===== src/rtl/core/mbp_pkg.sv =====
// shared types and constants for the msb-first bit packer
package mbp_pkg;

   localparam int unsigned WORD_BYTES_DEF = 4;
   localparam int unsigned VALUE_WIDTH    = 32;
   localparam int unsigned COUNT_WIDTH    = 6;

   typedef enum logic [1:0] {
      OP_WRITE_BITS  = 2'd0,
      OP_WRITE_BYTES = 2'd1,
      OP_PAD_FLUSH   = 2'd2,
      OP_RAW_FLUSH   = 2'd3
   } opcode_type;

   typedef enum logic [2:0] {
      S_IDLE  = 3'b001,
      S_ALIGN = 3'b010,
      S_EMIT  = 3'b100
   } state_type;

   // controller to datapath
   typedef struct packed {
      logic load;
      logic align;
      logic emit;
   } cmd_type;

   // datapath to controller
   typedef struct packed {
      logic nb_zero;
      logic nb_one;
      logic out_free;
   } status_type;

endpackage


===== src/rtl/core/mbp_ctrl.sv =====
// controller state machine for the msb-first bit packer
module mbp_ctrl
   import mbp_pkg::*;
(
   input  logic       clock,
   input  logic       reset,
   input  logic       req_valid,
   output logic       req_stall,
   input  status_type status,
   output cmd_type    cmd
);

   state_type state_ff, state_in;

   always_comb begin
      state_in  = state_ff;
      cmd       = '0;
      unique case (state_ff)
         S_IDLE: begin
            if (req_valid) begin
               cmd.load = 1'b1;
               state_in = S_ALIGN;
            end
         end
         S_ALIGN: begin
            cmd.align = 1'b1;
            state_in  = status.nb_zero ? S_IDLE : S_EMIT;
         end
         S_EMIT: begin
            if (status.out_free) begin
               cmd.emit = 1'b1;
               if (status.nb_one) begin
                  state_in = S_IDLE;
               end
            end
         end
         default: begin
            state_in = S_IDLE;
         end
      endcase
   end

   assign req_stall = (state_ff != S_IDLE);

   always_ff @(posedge clock) begin
      if (reset) begin
         state_ff <= S_IDLE;
      end else begin
         state_ff <= state_in;
      end
   end

endmodule


===== src/rtl/core/mbp_datapath.sv =====
// datapath for the msb-first bit packer: pending store, aligner and output register
module mbp_datapath
   import mbp_pkg::*;
#(
   parameter int unsigned WORD_BYTES = WORD_BYTES_DEF
)(
   input  logic                   clock,
   input  logic                   reset,
   input  logic                   csr_we,
   input  logic                   csr_wdata,
   input  logic [1:0]             req_opcode,
   input  logic [VALUE_WIDTH-1:0] req_value,
   input  logic [COUNT_WIDTH-1:0] req_count,
   input  logic                   req_reverse,
   output logic                   rsp_valid,
   input  logic                   rsp_stall,
   output logic [7:0]             rsp_out_byte,
   output logic                   rsp_last,
   input  cmd_type                cmd,
   output status_type             status
);

   localparam int unsigned DW  = 8 * WORD_BYTES;
   localparam int unsigned AW  = DW + 8;
   localparam int unsigned LW  = $clog2(AW);
   localparam int unsigned NBW = LW - 3;
   localparam int unsigned NW  = $clog2(DW + 1);
   localparam int unsigned BW  = $clog2(WORD_BYTES + 1);
   localparam logic [LW:0] AW_L = (LW + 1)'(AW);

   logic          hbe_ff;
   logic [7:0]    pend_bits_ff;
   logic [2:0]    pend_cnt_ff;
   logic [AW-1:0] ext_ff, ext_in;
   logic [LW-1:0] len_ff, len_in;
   logic [AW-1:0] sr_ff;
   logic [NBW-1:0] nb_ff;
   logic          rsp_valid_ff;
   logic [7:0]    out_byte_ff;
   logic          last_ff;

   opcode_type    op;
   logic [COUNT_WIDTH:0] cnt_x;
   logic [NW-1:0] n_bits;
   logic [BW-1:0] n_bytes;
   logic [NW-1:0] n_sel;
   logic [DW-1:0] vext;
   logic [DW-1:0] vmask;
   logic [DW-1:0] vrev;
   logic [DW-1:0] field;
   logic          high_first;
   logic          is_flush;
   logic [7:0]    flush_byte;
   logic [3:0]    pad_shift;

   assign op       = opcode_type'(req_opcode);
   assign cnt_x    = {1'b0, req_count};
   assign is_flush = (op == OP_PAD_FLUSH) || (op == OP_RAW_FLUSH);
   assign high_first = req_reverse ^ hbe_ff;
   assign vext     = DW'(req_value);
   assign pad_shift = 4'd8 - {1'b0, pend_cnt_ff};

   // clamp counts into their legal range
   always_comb begin
      if (cnt_x == '0) begin
         n_bits = NW'(1);
      end else if (cnt_x > (COUNT_WIDTH + 1)'(DW)) begin
         n_bits = NW'(DW);
      end else begin
         n_bits = NW'(cnt_x);
      end
      if (cnt_x == '0) begin
         n_bytes = BW'(1);
      end else if (cnt_x > (COUNT_WIDTH + 1)'(WORD_BYTES)) begin
         n_bytes = BW'(WORD_BYTES);
      end else begin
         n_bytes = BW'(cnt_x);
      end
   end

   // low-byte-first order: byte 0 goes out first, so it sits highest
   always_comb begin
      for (int j = 0; j < WORD_BYTES; j++) begin
         vrev[8*j +: 8] = 8'h00;
         if (j < int'(n_bytes)) begin
            vrev[8*j +: 8] = vext[8*(int'(n_bytes) - 1 - j) +: 8];
         end
      end
   end

   always_comb begin
      n_sel = (op == OP_WRITE_BYTES) ? (NW'(n_bytes) << 3) : n_bits;
      vmask = ~({DW{1'b1}} << n_sel);
      if ((op == OP_WRITE_BYTES) && !high_first) begin
         field = vrev;
      end else begin
         field = vext & vmask;
      end
   end

   always_comb begin
      if (op == OP_PAD_FLUSH) begin
         flush_byte = 8'(pend_bits_ff << pad_shift);
      end else begin
         flush_byte = pend_bits_ff;
      end
      if (is_flush) begin
         ext_in = AW'(flush_byte);
         len_in = LW'(8);
      end else begin
         ext_in = (AW'(pend_bits_ff) << n_sel) | AW'(field);
         len_in = LW'(pend_cnt_ff) + LW'(n_sel);
      end
   end

   always_ff @(posedge clock) begin
      if (reset) begin
         hbe_ff       <= 1'b0;
         pend_bits_ff <= '0;
         pend_cnt_ff  <= '0;
         nb_ff        <= '0;
         rsp_valid_ff <= 1'b0;
      end else begin
         if (csr_we) begin
            hbe_ff <= csr_wdata;
         end
         if (cmd.load) begin
            pend_bits_ff <= ext_in[7:0] & ~(8'hFF << len_in[2:0]);
            pend_cnt_ff  <= len_in[2:0];
            nb_ff        <= len_in[LW-1:3];
         end else if (cmd.emit) begin
            nb_ff <= nb_ff - NBW'(1);
         end
         if (cmd.emit) begin
            rsp_valid_ff <= 1'b1;
         end else if (!rsp_stall) begin
            rsp_valid_ff <= 1'b0;
         end
      end
   end

   always_ff @(posedge clock) begin
      if (cmd.load) begin
         ext_ff <= ext_in;
         len_ff <= len_in;
      end
      if (cmd.align) begin
         sr_ff <= ext_ff << (AW_L - (LW + 1)'(len_ff));
      end else if (cmd.emit) begin
         sr_ff <= sr_ff << 8;
      end
      if (cmd.emit) begin
         out_byte_ff <= sr_ff[AW-1 -: 8];
         last_ff     <= (nb_ff == NBW'(1));
      end
   end

   assign status.nb_zero  = (nb_ff == '0);
   assign status.nb_one   = (nb_ff == NBW'(1));
   assign status.out_free = !rsp_valid_ff || !rsp_stall;

   assign rsp_valid    = rsp_valid_ff;
   assign rsp_out_byte = out_byte_ff;
   assign rsp_last     = last_ff;

`ifndef ASSERT_OFF
   a_emit_has_byte: assert property (@(posedge clock) disable iff (reset)
      cmd.emit |-> (nb_ff != '0))
      else $error("byte emitted with none left");

   a_emit_no_overwrite: assert property (@(posedge clock) disable iff (reset)
      cmd.emit |-> !(rsp_valid_ff && rsp_stall))
      else $error("output register overwritten while stalled");

   a_pending_clean: assert property (@(posedge clock) disable iff (reset)
      (pend_cnt_ff == '0) |-> (pend_bits_ff == '0))
      else $error("stale bits in empty pending store");

   a_flush_clears: assert property (@(posedge clock) disable iff (reset)
      (cmd.load && is_flush) |=> (pend_cnt_ff == '0) && (nb_ff == NBW'(1)))
      else $error("flush did not clear pending store");
`endif

endmodule


===== src/rtl/core/msb_first_bit_packer.sv =====
// top level of the msb-first bit packer
//
// input channel req_*: one beat carries an operation (write bits, write bytes,
// pad-flush, raw-flush) with value, count and reverse flag
// result channel rsp_*: one beat per completed byte; rsp_last marks the final
// byte caused by an input beat; an input that completes no byte gives no beat
// csr_we / csr_wdata set the host byte order flag; the user writes it only
// while idle, which the block itself does not enforce
// an input beat is aligned in the cycle after the edge that takes it, and its
// first byte goes to the output register from the EMIT state once that is free
// an input beat completes n bytes (0 to WORD_BYTES); the single shift register
// serialises them, one byte per cycle while rsp_stall does not hold the output
// the output register lets the next input beat be taken while the last byte
// of the previous one still waits
// a stall on rsp_stall holds the output beat and pauses the byte sequencer;
// req_stall is high whenever an input beat is still being worked on
// reset (synchronous, active high) empties the pending bits, clears the
// byte order flag and drops rsp_valid
module msb_first_bit_packer
   import mbp_pkg::*;
#(
   parameter int unsigned WORD_BYTES = WORD_BYTES_DEF
)(
   input  logic                   clock,
   input  logic                   reset,
   // configuration
   input  logic                   csr_we,
   input  logic                   csr_wdata,
   // input channel
   input  logic                   req_valid,
   output logic                   req_stall,
   input  logic [1:0]             req_opcode,
   input  logic [VALUE_WIDTH-1:0] req_value,
   input  logic [COUNT_WIDTH-1:0] req_count,
   input  logic                   req_reverse,
   // result channel
   output logic                   rsp_valid,
   input  logic                   rsp_stall,
   output logic [7:0]             rsp_out_byte,
   output logic                   rsp_last
);

   cmd_type    cmd;
   status_type status;

   // sequencer: accept, align, then one byte per free output slot
   mbp_ctrl u_ctrl (
      .clock     (clock),
      .reset     (reset),
      .req_valid (req_valid),
      .req_stall (req_stall),
      .status    (status),
      .cmd       (cmd)
   );

   // pending store, field builder, aligner and output register
   mbp_datapath #(
      .WORD_BYTES (WORD_BYTES)
   ) u_datapath (
      .clock        (clock),
      .reset        (reset),
      .csr_we       (csr_we),
      .csr_wdata    (csr_wdata),
      .req_opcode   (req_opcode),
      .req_value    (req_value),
      .req_count    (req_count),
      .req_reverse  (req_reverse),
      .rsp_valid    (rsp_valid),
      .rsp_stall    (rsp_stall),
      .rsp_out_byte (rsp_out_byte),
      .rsp_last     (rsp_last),
      .cmd          (cmd),
      .status       (status)
   );

endmodule

===== config.mk =====
export PLATFORM = sky130hd
export DESIGN_NAME = msb_first_bit_packer
export DESIGN_NICKNAME = d
export VERILOG_FILES = /design/src/rtl/core/mbp_pkg.sv /design/src/rtl/core/mbp_ctrl.sv /design/src/rtl/core/mbp_datapath.sv /design/src/rtl/core/msb_first_bit_packer.sv
export SDC_FILE = /design/constraint.sdc
export NUM_CORES = 1
export LEC_CHECK = 0
export BUFFER_PORTS_ARGS = -buffer_cell sky130_fd_sc_hd__buf_2
export CAP_MARGIN = 5
export CORE_ASPECT_RATIO = 0.5
export CORE_UTILIZATION = 50
export DETAILED_ROUTE_END_ITERATION = 16
export PLACE_DENSITY_LB_ADDON = 0.08
export SETUP_SLACK_MARGIN = 0.5
export SLEW_MARGIN = 40
export SYNTH_ARGS = -nofsm -noshare
export SYNTH_HDL_FRONTEND = slang
export SYNTH_SLANG_ARGS = --single-unit

===== constraint.sdc =====
create_clock -name clock -period 5.52 [get_ports clock]
set_input_delay 0.276 -clock clock [delete_from_list [all_inputs] [get_ports clock]]
set_output_delay 0.276 -clock clock [all_outputs]
set_load 0.05 [all_outputs]

==> qor.csv <==
metric;value;unit
top cell type's share of synthesized area;29.91;%
clk_skew;0.01987;ns
Worst-Margin Slew;0.8181;ns
EDFF count, synth;95;
Critical Path End Type;flip-flop;
CP Class;in2reg;
layout cells sized above 1;19.66;%
Cell Chain, Critical Path;buf_2, or4_4, nor2_8, inv_4, ha_1, ha_1, xnor2_1, a2111oi_0, a21boi_1, a32oi_1, o211ai_1;
Ys Warns;0;
Post-Syn Instances;968;
initial drt markers;1049;
Max IR drop VDD;0.0002346;V
largest buffer count on any clock path;2;
Top Ports;58;
Min-Delay Path Class;in2reg;
global-route wire length before repair;46050;um
RSZ-0062 raised after global routing;no;
# hold bufs at CTS;0;
Post-DP HPWL;22460;um
PostCTS Resize Cnt;0;
post-route setup TNS;0;ns
slowest stage delay, CP;0.66;ns
Die Ht;99.67;um
cts bufs inserted;17;
CP max-delay cell;a21boi_1;
Seq pwr share;34.9;%
CP max FO;23;
diode count;0;
pin count of the biggest net entering global routing;69;
CTS clk-pin slew, worst paths;0.07;ns
Rows;35;
routability cong.;0.9676;
Synth area leaders;edfxtp_1 30%, mux4_2 13%, mux2i_1 5.9%, nand2_1 4.3%, dfxtp_1 3.8%;
min Tclk post-route;3.896;ns
Pre-antenna DRT Iters;5;
Avg Synthesized Cell Area;9.854;um^2
cell mode on critical path;ha_1;
Initial Util;51.50;%
M3 GR Usage;6.918;%
drt total wl;30250;um
core footprint;0.01852;mm^2
Pleak;3.732;nW
Global Route Usage Sum;31.09;%
ys flop type;edfxtp_1;
total die area;0.01967;mm^2
Pwr Density;273.2;mW/mm^2
most frequent cells after synthesis;110 x nand2_1, 95 x edfxtp_1, 68 x clkbuf_1, 64 x nor2_1, 60 x o21ai_0;
switching share of power;30.61;%
Worst EP required;5.77;ns
Via density;6.823;
max-slew violation count;0;
die width;197.3;um
Fin. Hold Viols;0;
Seq cells post-synth;113;
Final Util;56.95;%
Residual DRC;0;
slew margin rel.;44.77;%
I/O Buffers;57;
clock root buffer;clkbuf_16;
combinational fraction of design power;24.4;%
H-tree levels;4;
Final Cycle Share;70.59;%
sequential fraction of the synthesis area;33.68;%
initial antenna violation count;1;
busiest layer in global routing;met1;
Synth async-reset ratio;0;%
vias;8501;
critical path startpoint category;input port;
Net Sw Power;0.0008823;W
Pwr Total;0.002882;W
Internal;0.002000;W
post-synth cell types;79;
Final Non-Filler Cells;1246;
Worst EP arrival;4.15;ns
Placed Area;0.009930;mm^2
Routed WL per cell;24.28;um
Max Freq;256.7;MHz
max-cap violations;0;
TritonCTS clock tree;done;
mapped cell area;0.009539;mm^2
Nets;1037;
Clock Power Share;40.7;%
Post-CTS Setup Bufs;0;
Post-DRT Antenna Nets;0;
outcome;finished clean;
met2 global-route usage;43.63;%
vias in the first global route;7655;
dominant cell type by area after synthesis;edfxtp_1;
endpoints failing setup;0;
worst skew pair latency;0.42;ns
final instance area;0.01055;mm^2
top-count cell post-synth;nand2_1;
clock sink total;113;
GRT overflow;0;
post-synth net total;1031;
synthesis-to-finish area growth;10.59;%
Placed Cells;1214;
met1 Resource Use GR;46.67;%
area by class of cell:
cell class	instances	area (um^2)
clock buffers	18	429.2
clock inverters	14	187.7
fillers	1655	7975
inverters	26	100.1
multi-input cells	745	5904
flip-flops and latches	113	3213
well taps	259	324.1
repair buffers	71	390.4
placed cells by master (no fill, tap or decap), types with 5 or more instances in the layout:
cell type / count
dfxtp_1: 18
edfxtp_1: 95
inv_1: 22
a221o_1: 14
a21o_1: 6
a221oi_1: 5
mux2i_1: 56
o211ai_1: 15
nor2b_1: 13
a32o_1: 5
mux4_2: 56
o21ai_0: 60
mux4_1: 5
nand2_1: 110
nand4_1: 6
a21oi_1: 55
ha_1: 14
and2_1: 7
xnor2_1: 9
a22o_1: 11
a32oi_1: 15
and3_1: 12
a211oi_1: 8
o311ai_0: 7
nor3_1: 17
nand3_1: 35
a31oi_1: 9
nand3b_1: 7
or3_1: 6
buf_2: 57
mux2_2: 21
nor2_1: 62
nand2b_1: 9
clkbuf_16: 17
buf_4: 14
a22oi_1: 14
layer usage:
layer / wire length [um] / share of wire, % / vias to the layer above
met3: 3317 / 11 / 65
li1: - / - / 3808
met2: 12490 / 41 / 548
met5: 8 / 0.026 / -
met1: 13520 / 45 / 4078
met4: 918 / 3.0 / 2
power by group through the flow:
stage | Combinational [W] | Sequential (W) | Clock (W)
3_5_place_dp | 0.000681 | 0.00102 | 0
3_3_place_gp | 0.000681 | 0.00102 | 0
2_1_floorplan | 0.000504 | 0.00100 | 0
6_report | 0.000704 | 0.00100 | 0.00117
5_1_grt | 0.000753 | 0.00101 | 0.00121
4_1_cts | 0.000687 | 0.00100 | 0.00117
cell families after synthesis:
kind of cell    Yosys count  share of synthesized area [%]
simple gates            309                          15.66
compound gates          269                          19.56
mux                     138                          22.95
flops                   113                          33.68
buf+inv                 110                          4.827
fa+ha+maj                16                          2.177
xor+xnor                 12                          1.102
other cells               1                        0.03931
critical path, delay by kind of cell:
| kind | cells | cell delay (ns) |
|---|---|---|
| buffers and inverters | 2 | 0.45 |
| adder cells (fa/ha/maj) | 2 | 0.62 |
| AO/OA/AOI/OAI | 4 | 1.57 |
| AND/OR/NAND/NOR | 2 | 1.05 |
| XOR/XNOR | 1 | 0.16 |
state kept, by name, indices dropped and copies added, names as in the netlist:
| signal | flops |
|---|---|
| u_datapath.pend_bits_ff | 7 |
| u_datapath.ext_ff | 40 |
| u_datapath.sr_ff | 40 |
| u_ctrl.state_ff | 3 |
| u_datapath.rsp_last | 1 |
| u_datapath.rsp_out_byte | 8 |
| u_datapath.rsp_valid | 1 |
| u_datapath.pend_cnt_ff | 3 |
| u_datapath.nb_ff | 3 |
| u_datapath.hbe_ff | 1 |
| u_datapath.len_ff | 6 |
path summary, 6_finish.rpt:
kind	from	to	slack (ns)	depth (start not counted)
max	req_count[2]	u_datapath.ext_ff[9]$_SDFFCE_PN0P_	1.62	11
min reg2reg	u_datapath.sr_ff[38]$_DFFE_PP_	u_datapath.rsp_out_byte[6]$_DFFE_PP_	0.42	0
min	csr_wdata	u_datapath.hbe_ff$_SDFFE_PP0P_	0.1	3
max reg2reg	u_datapath.len_ff[1]$_DFFE_PP_	u_datapath.sr_ff[38]$_DFFE_PP_	2.32	8
per-stage QoR:
step	hold slack [ns]	setup slack, ns
final	0.09979	1.624
after global routing	0.1521	1.508
after CTS	0.1022	1.774
after detailed placement	0.4065	1.357
after global placement	0.4051	1.460
after floorplan	0.3826	1.490
(Power assumes the default switching activity.)
